===== src/mvps_pkg.sv =====
// Shared types and constants for the magnetic vehicle presence scorer.
// Holds the channel payload structs, controller/datapath command types and fixed constants.
// No dependencies.
package mvps_pkg;

  typedef struct packed {
    logic signed [15:0] sample_x;
    logic signed [15:0] sample_y;
    logic signed [15:0] sample_z;
  } sample_t;

  typedef struct packed {
    logic [6:0] magnitude;
    logic [2:0] score;
    logic       fast_recheck;
  } result_t;

  // Configuration register indexes
  localparam logic [2:0] REG_BASE_X    = 3'd0;
  localparam logic [2:0] REG_BASE_Y    = 3'd1;
  localparam logic [2:0] REG_BASE_Z    = 3'd2;
  localparam logic [2:0] REG_THRESHOLD = 3'd3;
  localparam logic [2:0] REG_OCCUPIED  = 3'd4;

  typedef enum logic [1:0] {
    ST_IDLE,
    ST_MUL,
    ST_ROOT,
    ST_DONE
  } ctl_state_t;

  // Shared multiplier schedule, one operation per cycle in this order
  typedef enum logic [2:0] {
    MOP_SQ_X,
    MOP_SQ_Y,
    MOP_SQ_Z,
    MOP_PROD_A,
    MOP_PROD_B
  } mul_op_t;

  typedef struct packed {
    logic    load;
    logic    mul_en;
    mul_op_t mul_op;
    logic    root_init;
    logic    root_en;
    logic    finish;
  } ctl_cmd_t;

  typedef struct packed {
    logic out_busy;
  } dp_status_t;

  // Two square-root digits per cycle, eight digits in total
  localparam int unsigned ROOT_CYCLES = 4;

  // Roots at or above this value give a magnitude above 127
  localparam int unsigned MAG_ROOT_SAT = 160;
  localparam logic [6:0]  MAG_MAX      = 7'd127;
  localparam logic [6:0]  JUMP_LIMIT   = 7'd4;
  localparam logic [14:0] PROD_MAX     = 15'h7FFF;
  localparam logic [14:0] DIFF_MAX     = 15'h7FFF;

  // floor(v/5) = (v * RECIP5) >> RECIP5_SHIFT, exact for v < 2^18
  localparam logic [15:0] RECIP5       = 16'd52429;
  localparam int unsigned RECIP5_SHIFT = 18;

endpackage


===== src/mvps_ctl.sv =====
// Sequencer for the presence scorer: accept, multiply schedule, root, result hand-off.
// Depends on mvps_pkg; drives mvps_dp through ctl_cmd_t.
module mvps_ctl
  import mvps_pkg::*;
(
  input  logic       clk,
  input  logic       rst_n,
  input  logic       in_valid,
  output logic       in_stall,
  input  dp_status_t sts,
  output ctl_cmd_t   cmd
);

  ctl_state_t state_r, state_nxt;
  logic [2:0] cnt_r, cnt_nxt;

  always_ff @(posedge clk) begin
    if (!rst_n) begin
      state_r <= ST_IDLE;
      cnt_r   <= '0;
    end else begin
      state_r <= state_nxt;
      cnt_r   <= cnt_nxt;
    end
  end

  always_comb begin
    state_nxt = state_r;
    cnt_nxt   = cnt_r;
    cmd       = '0;
    in_stall  = 1'b1;
    case (state_r)
      ST_IDLE: begin
        in_stall = 1'b0;
        if (in_valid) begin
          cmd.load  = 1'b1;
          state_nxt = ST_MUL;
          cnt_nxt   = '0;
        end
      end
      ST_MUL: begin
        cmd.mul_en = 1'b1;
        cmd.mul_op = mul_op_t'(cnt_r);
        if (cnt_r == 3'(MOP_PROD_B)) begin
          // sum of squares is final by now
          cmd.root_init = 1'b1;
          state_nxt     = ST_ROOT;
          cnt_nxt       = '0;
        end else begin
          cnt_nxt = cnt_r + 3'd1;
        end
      end
      ST_ROOT: begin
        cmd.root_en = 1'b1;
        if (cnt_r == 3'(ROOT_CYCLES - 1)) begin
          state_nxt = ST_DONE;
        end else begin
          cnt_nxt = cnt_r + 3'd1;
        end
      end
      ST_DONE: begin
        // hold until the output register can take the beat
        if (!sts.out_busy) begin
          cmd.finish = 1'b1;
          state_nxt  = ST_IDLE;
        end
      end
      default: begin
        state_nxt = ST_IDLE;
      end
    endcase
  end

  a_load_starts_mul: assert property (@(posedge clk) disable iff (!rst_n)
    cmd.load |=> (state_r == ST_MUL) && (cnt_r == 3'd0))
    else $error("load did not start the multiply schedule");

  a_root_len: assert property (@(posedge clk) disable iff (!rst_n)
    (state_r == ST_DONE) && !$past(state_r == ST_DONE) |-> $past(state_r == ST_ROOT, 1)
      && $past(state_r == ST_ROOT, ROOT_CYCLES))
    else $error("root phase did not last its full cycle count");

  a_finish_idle: assert property (@(posedge clk) disable iff (!rst_n)
    cmd.finish |=> (state_r == ST_IDLE) && !in_stall)
    else $error("finish did not return to idle");

endmodule


===== src/mvps_dp.sv =====
// Datapath for the presence scorer: configuration, shared multiplier, square root,
// scoring and the output register. Depends on mvps_pkg; commanded by mvps_ctl.
module mvps_dp
  import mvps_pkg::*;
(
  input  logic        clk,
  input  logic        rst_n,
  input  logic        cfg_we,
  input  logic [2:0]  cfg_addr,
  input  logic [15:0] cfg_wdata,
  input  sample_t     in_data,
  input  ctl_cmd_t    cmd,
  output dp_status_t  sts,
  output logic        out_valid,
  input  logic        out_stall,
  output result_t     out_data
);

  localparam logic [32:0] SQ_SAT = 33'(MAG_ROOT_SAT * MAG_ROOT_SAT);

  typedef struct packed {
    logic [15:0] rad;
    logic [15:0] root;
    logic [15:0] bitv;
  } sqrt_st_t;

  function automatic logic [14:0] abs_sat(input logic [15:0] s, input logic [15:0] b);
    logic [16:0] d;
    logic [16:0] m;
    d = {s[15], s} - {b[15], b};
    m = d[16] ? (17'd0 - d) : d;
    return (m > {2'b00, DIFF_MAX}) ? DIFF_MAX : m[14:0];
  endfunction

  function automatic sqrt_st_t sqrt_step(input sqrt_st_t s);
    sqrt_st_t    r;
    logic [15:0] trial;
    r     = s;
    trial = s.root + s.bitv;
    if (s.rad >= trial) begin
      r.rad  = s.rad - trial;
      r.root = (s.root >> 1) + s.bitv;
    end else begin
      r.root = s.root >> 1;
    end
    r.bitv = s.bitv >> 2;
    return r;
  endfunction

  function automatic logic [14:0] prod_term(input logic [14:0] a);
    return (a >= 15'd4) ? (a - 15'd2) : 15'd1;
  endfunction

  // configuration
  logic [15:0] base_x_r, base_y_r, base_z_r;
  logic [14:0] thr_r;
  logic        occ_r;

  always_ff @(posedge clk) begin
    if (!rst_n) begin
      base_x_r <= '0;
      base_y_r <= '0;
      base_z_r <= '0;
      thr_r    <= '0;
      occ_r    <= 1'b0;
    end else if (cfg_we) begin
      case (cfg_addr)
        REG_BASE_X:    base_x_r <= cfg_wdata;
        REG_BASE_Y:    base_y_r <= cfg_wdata;
        REG_BASE_Z:    base_z_r <= cfg_wdata;
        REG_THRESHOLD: thr_r    <= cfg_wdata[14:0];
        REG_OCCUPIED:  occ_r    <= cfg_wdata[0];
        default: ;
      endcase
    end
  end

  // per-item working registers
  logic [14:0] ax_r, ay_r, az_r, teff_r, prod_r;
  logic [32:0] sq_r;
  sqrt_st_t    sqs_r;
  logic        big_r;

  logic [32:0] tcut_p;
  logic [14:0] mul_a, mul_b;
  logic [29:0] mul_p;
  sqrt_st_t    sqs_adv;

  assign tcut_p = {16'd0, thr_r, 2'b00} * {17'd0, RECIP5};
  assign sqs_adv = sqrt_step(sqrt_step(sqs_r));

  always_comb begin
    mul_a = ax_r;
    mul_b = ax_r;
    case (cmd.mul_op)
      MOP_SQ_X: begin
        mul_a = ax_r;
        mul_b = ax_r;
      end
      MOP_SQ_Y: begin
        mul_a = ay_r;
        mul_b = ay_r;
      end
      MOP_SQ_Z: begin
        mul_a = az_r;
        mul_b = az_r;
      end
      MOP_PROD_A: begin
        mul_a = prod_term(ax_r);
        mul_b = prod_term(ay_r);
      end
      MOP_PROD_B: begin
        mul_a = prod_r;
        mul_b = prod_term(az_r);
      end
      default: ;
    endcase
  end

  assign mul_p = {15'd0, mul_a} * {15'd0, mul_b};

  always_ff @(posedge clk) begin
    if (cmd.load) begin
      ax_r   <= abs_sat(in_data.sample_x, base_x_r);
      ay_r   <= abs_sat(in_data.sample_y, base_y_r);
      az_r   <= abs_sat(in_data.sample_z, base_z_r);
      teff_r <= occ_r ? tcut_p[RECIP5_SHIFT +: 15] : thr_r;
    end
    if (cmd.mul_en) begin
      case (cmd.mul_op)
        MOP_SQ_X:   sq_r <= {3'd0, mul_p};
        MOP_SQ_Y:   sq_r <= sq_r + {3'd0, mul_p};
        MOP_SQ_Z:   sq_r <= sq_r + {1'b0, mul_p, 2'b00};
        MOP_PROD_A, MOP_PROD_B: begin
          // clamp instead of wrapping
          prod_r <= (mul_p > {15'd0, PROD_MAX}) ? PROD_MAX : mul_p[14:0];
        end
        default: ;
      endcase
    end
    if (cmd.root_init) begin
      big_r       <= (sq_r >= SQ_SAT);
      sqs_r.rad   <= sq_r[15:0];
      sqs_r.root  <= '0;
      sqs_r.bitv  <= 16'h4000;
    end else if (cmd.root_en) begin
      sqs_r <= sqs_adv;
    end
  end

  // result
  logic [25:0] mag_p;
  logic [6:0]  mag;
  logic [6:0]  prev_mag_r;
  logic [6:0]  jump;
  logic [16:0] t3;
  logic [17:0] sum2;
  logic        pass_x, pass_y, pass_z, pass_sum, pass_prod;
  result_t     res;
  result_t     out_data_r;
  logic        out_valid_r;

  assign mag_p = {16'd0, sqs_r.root[7:0], 2'b00} * {10'd0, RECIP5};
  assign mag   = big_r ? MAG_MAX : mag_p[RECIP5_SHIFT +: 7];
  assign jump  = (mag > prev_mag_r) ? (mag - prev_mag_r) : (prev_mag_r - mag);
  assign t3    = {2'b00, teff_r} + {1'b0, teff_r, 1'b0};
  assign sum2  = {2'b00, ax_r, 1'b0} + {2'b00, ay_r, 1'b0} + {2'b00, az_r, 1'b0};

  assign pass_x    = ({3'd0, ax_r} + {1'b0, ax_r, 2'b00}) > {1'b0, t3};
  assign pass_y    = ({3'd0, ay_r} + {1'b0, ay_r, 2'b00}) > {1'b0, t3};
  assign pass_z    = ({3'd0, az_r} + {1'b0, az_r, 2'b00}) > {1'b0, t3};
  assign pass_sum  = sum2 >= {1'b0, t3};
  assign pass_prod = {2'b00, prod_r} >= t3;

  always_comb begin
    res.magnitude    = mag;
    res.score        = {2'b00, pass_x} + {2'b00, pass_y} + {2'b00, pass_z}
                     + {2'b00, pass_sum} + {2'b00, pass_prod};
    res.fast_recheck = occ_r && (jump >= JUMP_LIMIT);
  end

  always_ff @(posedge clk) begin
    if (!rst_n) begin
      prev_mag_r  <= '0;
      out_valid_r <= 1'b0;
    end else begin
      if (cmd.finish) begin
        prev_mag_r  <= mag;
        out_valid_r <= 1'b1;
      end else if (out_valid_r && !out_stall) begin
        out_valid_r <= 1'b0;
      end
    end
  end

  always_ff @(posedge clk) begin
    if (cmd.finish) begin
      out_data_r <= res;
    end
  end

  assign sts.out_busy = out_valid_r && out_stall;
  assign out_valid    = out_valid_r;
  assign out_data     = out_data_r;

  a_root_done: assert property (@(posedge clk) disable iff (!rst_n)
    cmd.finish |-> (sqs_r.bitv == 16'd0))
    else $error("result taken before the square root finished");

  a_finish_valid: assert property (@(posedge clk) disable iff (!rst_n)
    cmd.finish |=> out_valid_r && (prev_mag_r == out_data_r.magnitude))
    else $error("finished result not held in the output register");

  a_no_overwrite: assert property (@(posedge clk) disable iff (!rst_n)
    cmd.finish |-> !(out_valid_r && out_stall))
    else $error("output register overwritten while stalled");

endmodule


===== src/magnetic_vehicle_presence_scorer.sv =====
// Magnetic vehicle presence scorer, top level: one result beat per accepted sample.
// An accepted sample runs the multiply schedule and square root, then the result hand-off,
// which waits on out_stall; no sample is accepted before it, given the single shared 15x15
// multiplier and two-digit-per-cycle square root. Reset (rst_n low, synchronous) clears
// the configuration registers, previous magnitude and output valid; no clearing pass.
module magnetic_vehicle_presence_scorer
  import mvps_pkg::*;
(
  input  logic        clk,
  input  logic        rst_n,
  input  logic        in_valid,
  output logic        in_stall,
  input  sample_t     in_data,
  output logic        out_valid,
  input  logic        out_stall,
  output result_t     out_data,
  input  logic        cfg_we,
  input  logic [2:0]  cfg_addr,
  input  logic [15:0] cfg_wdata
);

  ctl_cmd_t   cmd;
  dp_status_t sts;

  mvps_ctl u_ctl (
    .clk      (clk),
    .rst_n    (rst_n),
    .in_valid (in_valid),
    .in_stall (in_stall),
    .sts      (sts),
    .cmd      (cmd)
  );

  mvps_dp u_dp (
    .clk       (clk),
    .rst_n     (rst_n),
    .cfg_we    (cfg_we),
    .cfg_addr  (cfg_addr),
    .cfg_wdata (cfg_wdata),
    .in_data   (in_data),
    .cmd       (cmd),
    .sts       (sts),
    .out_valid (out_valid),
    .out_stall (out_stall),
    .out_data  (out_data)
  );

endmodule

===== config.mk =====
export PLATFORM = sky130hd
export DESIGN_NAME = magnetic_vehicle_presence_scorer
export DESIGN_NICKNAME = d
export VERILOG_FILES = /design/src/mvps_pkg.sv /design/src/mvps_ctl.sv /design/src/mvps_dp.sv /design/src/magnetic_vehicle_presence_scorer.sv
export SDC_FILE = /design/constraint.sdc
export NUM_CORES = 2
export LEC_CHECK = 0
export BUFFER_PORTS_ARGS = -buffer_cell sky130_fd_sc_hd__buf_4
export CORE_MARGIN = 2
export CORE_UTILIZATION = 40
export DETAILED_ROUTE_END_ITERATION = 12
export GPL_ROUTABILITY_DRIVEN = 0
export MAX_ROUTING_LAYER = met4
export SETUP_SLACK_MARGIN = 0.2
export SYNTH_ARGS = -nofsm -noshare
export SYNTH_HDL_FRONTEND = slang
export SYNTH_HIERARCHICAL = 1
export SYNTH_SLANG_ARGS = --single-unit

===== constraint.sdc =====
create_clock -name clk -period 10.9 [get_ports clk]
set_input_delay 3.27 -clock clk [delete_from_list [all_inputs] [get_ports clk]]
set_output_delay 3.27 -clock clk [all_outputs]
set_load 0.005 [all_outputs]

Word level (Yosys, flattened, before mapping):

Cells that the tools add are included.

* register bits: 233
* input port bits: 72
* output and inout port bits: 13
* word-level logic and storage cells: 148

* add/sub/neg operators: 30
* multipliers: 3
* magnitude comparators: 17
* equal/unequal tests: 18
* mux-type cells: 37
* reductions and logical operators: 21

Operators with widths (number)
* one-hot mux 15 bit (4 select lines): 2
* one-hot mux 33 bit (3 select lines): 1
* 2-to-1 mux 48 bit: 2
* 2-to-1 mux 16 bit: 4
* 2-to-1 mux 15 bit: 4
* adder 15 x 17 -> 18 bit: 3
* greater-than comparator 18 x 17 -> 1 bit: 3
* greater-than comparator 17 x 15 -> 1 bit (second input constant): 3
* 2-to-1 mux 17 bit: 3
* subtractor 1 x 17 -> 17 bit (first input constant): 3
* subtractor 16 x 16 -> 17 bit: 3
* >= comparator 15 x 3 -> 1 bit (second input constant): 3
* subtractor 15 x 2 -> 15 bit (second input constant): 3
* adder 33 x 30 -> 33 bit: 1
* adder 33 x 32 -> 33 bit: 1
* >= comparator 33 x 15 -> 1 bit (second input constant): 1
* >= comparator 16 bit: 2
* subtractor 16 bit: 2
* multiplier 15 x 16 -> 31 bit (second input constant): 1
* greater-than comparator 30 x 15 -> 1 bit (second input constant): 1
* multiplier 15 x 15 -> 30 bit: 1
* multiplier 8 x 16 -> 23 bit (second input constant): 1
* adder 18 x 16 -> 18 bit: 1
* >= comparator 18 x 17 -> 1 bit: 1
* other kinds (37): 76

Depth between registers and ports, before layout:

* depth in word-level cells: 8
* depth in mapped cells: 47
* mapped depth without buffers: 43

Hierarchy:

Netlist, hierarchy kept.

Modules (own cells, without submodules)
* mvps_dp: times used 1, cells an instance 4409, area an instance 37268.2 µm², sequential area each 5925.7 µm²
* mvps_ctl: times used 1, cells an instance 50, area an instance 451.7 µm², sequential area each 100.1 µm²

Least setup slack after synthesis:

Ideal clock, no wire load.

* kind: reg2reg
* start: reg u_ctl.state_r[1]
* end: reg u_dp.sq_r[29] (data pin)
* setup time: 264 ps
* arrival time: 9289 ps
* data required time: 10636 ps
* slack: 1347 ps
* stages on the path, launching flop included: 43
* path buffers: 3
* period minus slack after synthesis: 9553 ps
* cells stage by stage: dfxtp_1 -> inv_1 -> ha_1 -> and2_2 -> clkbuf_1 -> nor2_1 -> nand2_1 -> a41o_1 -> clkbuf_1 -> o221ai_1 -> a21boi_0 -> clkbuf_1 -> nand2_1 -> fa_1 -> inv_1 -> fa_1 -> inv_1 -> fa_1 -> [... 7 more ...] -> o21ai_0 -> nor2_1 -> a311o_1 -> a21oi_1 -> nor2_1 -> nor2_1 -> xnor2_1 -> ha_1 -> a21o_1 -> a21oi_1 -> o21ai_0 -> a211oi_1 -> nand2b_1 -> a31oi_1 -> a211oi_1 -> xnor2_1 -> a22oi_1 -> o21ai_0

RTL lines
* from (decl): RTL line mvps_ctl.sv:14 `ctl_state_t state_r, state_nxt;`
* from (signal assigned): RTL line mvps_ctl.sv:22 `state_r <= state_nxt;`
* to (signal assigned): RTL line mvps_dp.sv:131 `MOP_SQ_X: sq_r <= {3'd0, mul_p};`
* to (signal assigned): RTL line mvps_dp.sv:132 `MOP_SQ_Y: sq_r <= sq_r + {3'd0, mul_p};`
* to (signal assigned): RTL line mvps_dp.sv:133 `MOP_SQ_Z: sq_r <= sq_r + {1'b0, mul_p, 2'b00};`
* to (decl): RTL line mvps_dp.sv:80 `logic [32:0] sq_r;`

Worst setup path in the final report:

* start: reg u_dp.ay_r[5]
* end: reg u_dp.sq_r[29] (data pin)

* word-level cells in the longest chain between the ends: 6
* elaborated cells on any way between the ends: 9
* those cells by class: add/sub: 3; mul: 1; order compare: 1; mux: 4

RTL lines
* from (decl): RTL line mvps_dp.sv:79 `logic [14:0] ax_r, ay_r, az_r, teff_r, prod_r;`
* from (signal assigned): RTL line mvps_dp.sv:125 `ay_r <= abs_sat(in_data.sample_y, base_y_r);`
* subtractor 15 x 2 -> 15 bit or >= comparator 15 x 3 -> 1 bit (tied branches): RTL line mvps_dp.sv:51 `return (a >= 15'd4) ? (a - 15'd2) : 15'd1;`
* 2-to-1 mux 15 bit: RTL line mvps_dp.sv:51
* one-hot mux 15 bit (4 select lines): RTL line mvps_dp.sv:95 `case (cmd.mul_op)`
* multiplier 15 x 15 -> 30 bit (*): RTL line mvps_dp.sv:120 `assign mul_p = {15'd0, mul_a} * {15'd0, mul_b};`
* adder 33 x 32 -> 33 bit or adder 33 x 30 -> 33 bit (tied branches): RTL line mvps_dp.sv:133, mvps_dp.sv:132
* one-hot mux 33 bit (3 select lines) (*): RTL line mvps_dp.sv:130 `case (cmd.mul_op)`

Every way passes the cells marked *; elsewhere a longest branch is shown, timed or not.
A chain may end at the register's enable or synchronous reset.

==> summary.txt <==
Synth
  • Syn Area/Cell: 8.46 sq um
  • Top cells by area, synth: ha_1, fa_1, edfxtp_1
  • Most common cell in the netlist: ha_1
  • Flop and latch count out of synthesis: 233
  • Post-synth top area cell: ha_1
  • Post-synth ARST share: 0%
  • Ys Warns: 6
  • Post-Syn Nets: 5,395
  • Cells after Synth: 4,459
  • Post-Syn Area: 37,700 sq um
  • Synth top area share: 19.6%
  • Post-synthesis sequential area ratio: 16.0%
  • Number of synthesized flops with an enable pin: 136
  • Yosys cell types: 95
  • Most frequent cells after synthesis: ha_1, inv_1, nand2_1
  • Ys flop type: edfxtp_1

Timing
  • Hold WS: 0.464 ns
  • Relative slew margins: 21.1%
  • Crit path time final: 10.16 ns
  • Setup TNS: 0 ns
  • Setup-failing EPs final: 0
  • Fin crit share: 93.2%
  • Slew Viols, Final: 0
  • Fin Clk Skew: 0.0288 ns
  • Least-Margin Pin Slew: 1.18 ns
  • Unrepaired setup endpoints after global routing: false
  • Fmax: 98.5 MHz
  • Hold Violations, Final: 0

Setup path
  • Delay of the slowest cell on the worst path: 0.62 ns
  • Slowest-stage cell, CP: nor4_2
  • Reg2reg end: u_dp/sq_r[29]$_DFFE_PP_
  • RR Startpoint: u_dp/ay_r[5]$_SDFFCE_PN1P_
  • Critical path's most frequent cell: fa_1
  • CP Class: reg -> reg
  • WP data arrival: 10.47 ns
  • Worst-path maximum fanout: 6
  • Required time of the critical path: 11.21 ns
  • Startpoint types: flip-flop
  • R2r setup slk: 0.74 ns
  • CP Capture Type: flip-flop
  • R2r worst-path depth: 36

Die
  • Die height: 311 um
  • Row count: 112
  • Core area: 93,300 sq um
  • Initial Util: 40.4%
  • Die width: 311 um
  • Io pins: 85
  • Die Area: 96,800 sq um

GRT
  • Largest net degree at the start of global routing: 82
  • Remaining Overflow, GRT: 0
  • First-pass GRT wire length: 173,000 um
  • Tot GR Track Use: 23.0%
  • Antenna violations before repair: 0
  • Vias in the first global route: 31,100

Routing
  • Average wire per standard cell: 18.8 um
  • Detail Route Antenna Nets: 0
  • Residual DRC count: 0
  • DR pass1 iterations: 6
  • DRC marker count from the first detailed-route iteration: 2,227
  • Final WL: 110,000 um
  • Vias: 32,000
  • Post-DR vias/cell: 5.48

CTS
  • Clock buffer depth: 3
  • Post-CTS Hold Fix Bufs: 0
  • Clock root cell: clkbuf_16
  • Total CTS buffers: 34
  • CTS Sinks: 233
  • CTS tree: yes
  • Clk_lat worst skew: 0.57 ns
  • Worst-path clk slew: 0.06 ns
  • CTS HTree Levels: 2

Final layout
  • Layout cells sized above 1: 7.34%
  • N_diodes: 0
  • Final #Nets: 5,502
  • Final Cell Area: 41,500 sq um
  • Synth-to-layout area growth: 9.91%
  • Final Non-Filler Cells: 5,846
  • Multi-input gate area: 29,400 sq um
  • Sequential cell area: 6030 sq um
  • Layout fillers: 9,347

Place
  • Port bufs: 84
  • Hpwl dp: 89,500 um
  • DP Area: 40,200 sq um
  • DP Cell Count: 5,779

Worst hold path
  • Hold Path Stages: 2
  • Worst min-delay path category: reg -> reg
  • Hold EP: u_dp/base_x_r[10]$_SDFFE_PN0P_
  • HP Start: u_dp/base_x_r[10]$_SDFFE_PN0P_

Status
  • Run status: finished clean

Flow run
  • Max_cap viols: 0
==> routing by layer <==
metal  vias to the layer above  GRT usage [%]  part of all wire, %
met5                         -              -                    0
met4                         0           6.44                  3.0
met3                       201           2.71                  5.5
met2                       895           35.6                   44
met1                     15200           31.5                   47
li1                      15800              -                    -
==> critical path, delay by kind of cell (launching register included) <==
kind,cells,cell delay [ns]
AO/OA/AOI/OAI,13,2.95
XOR/XNOR,3,0.56
adder cells (fa/ha/maj),8,3.53
buffers and inverters,4,0.60
flip-flops,1,0.55
AND/OR/NAND/NOR,8,1.73
==> area by class of cell <==
type | count | share of cell area [%]
Tap cell | 1254 | 3.78
Clock inverter | 19 | 0.401
Sequential cell | 233 | 14.5
Multi-Input combinational cell | 3589 | 70.9
Inverter | 524 | 4.74
Timing Repair Buffer | 184 | 3.34
Clock buffer | 43 | 2.31
==> logic make-up (layout without fill, tap and decap cells) <==
group / count (synthesis) / in the layout / synth area share, %
mux: 39 / 39 / 1.09
buf+inv: 637 / 770 / 6.38
flops: 233 / 233 / 16.0
xor+xnor: 328 / 328 / 7.62
simple gates: 1302 / 1302 / 16.3
fa+ha+maj: 864 / 864 / 34.1
compound gates: 1056 / 1056 / 18.5
==> layout by cell type, fill, tap and decap left out, types with 31 or more instances in the layout <==
cell       Yosys  final
a211oi_1      32     31
a21boi_0      75     74
a21o_1        97     97
a21oi_1      235    233
a31oi_1       42     41
buf_4          0    183
clkbuf_16      0     36
dfxtp_1       97     97
edfxtp_1     136    136
fa_1         273    273
ha_1         591    591
inv_1        524    524
nand2_1      436    436
nand2b_1      93     92
nand3_1       73     73
nand4_1       34     34
nor2_1       343    342
nor2b_1       55     54
nor3_1        78     76
o21a_1        53     51
o21ai_0      210    206
o21bai_1      47     47
xnor2_1      217    217
xor2_1       111    110
==> state kept, by name (all words and copies together) (netlist names), 11 cells and up <==
name           flops
u_dp/ax_r         15
u_dp/ay_r         15
u_dp/az_r         15
u_dp/base_x_r     16
u_dp/base_y_r     16
u_dp/base_z_r     16
u_dp/out_data     11
u_dp/prod_r       15
u_dp/sq_r         33
u_dp/sqs_r        33
u_dp/teff_r       15
u_dp/thr_r        15
==> per-stage QoR <==
step / setup WS [ns] / utilization (%)
after floorplan: 1.35 / -
after global placement: 0.458 / 43.1
after detailed placement: 0.465 / 43.1
after CTS: 0.454 / 44.3
after global routing: 0.202 / 44.4
final: 0.743 / 44.4
==> how the worst max path moves through the flow <==
stage / start / endpoint / slack (ns) / cells past startpoint
after floorplan: u_ctl/state_r[1]$_SDFFE_PN0P_ / u_dp/sq_r[29]$_DFFE_PP_ / 1.35 / 42
after global placement: u_dp/ay_r[5]$_SDFFCE_PN1P_ / u_dp/sq_r[31]$_DFFE_PP_ / 0.46 / 33
after detailed placement: u_dp/ax_r[11]$_SDFFCE_PN1P_ / u_dp/sq_r[29]$_DFFE_PP_ / 0.47 / 37
after CTS: u_dp/ax_r[11]$_SDFFCE_PN1P_ / u_dp/sq_r[29]$_DFFE_PP_ / 0.45 / 37
after global routing: u_ctl/state_r[1]$_SDFFE_PN0P_ / u_dp/sq_r[29]$_DFFE_PP_ / 0.20 / 42
final: u_dp/ay_r[5]$_SDFFCE_PN1P_ / u_dp/sq_r[29]$_DFFE_PP_ / 0.74 / 36
==> repair_timing <==
| item | in CTS | in global routing |
|---|---|---|
| hold endpoints to repair | 0 | 0 |
| gates resized for setup | 0 | 21 |
| setup buffers | 0 | 5 |
| endpoints found under the setup margin | 0 | 11 |
Power is not shown: default switching activity piles up to over one toggle a cycle in this logic, so the estimate is an artifact.
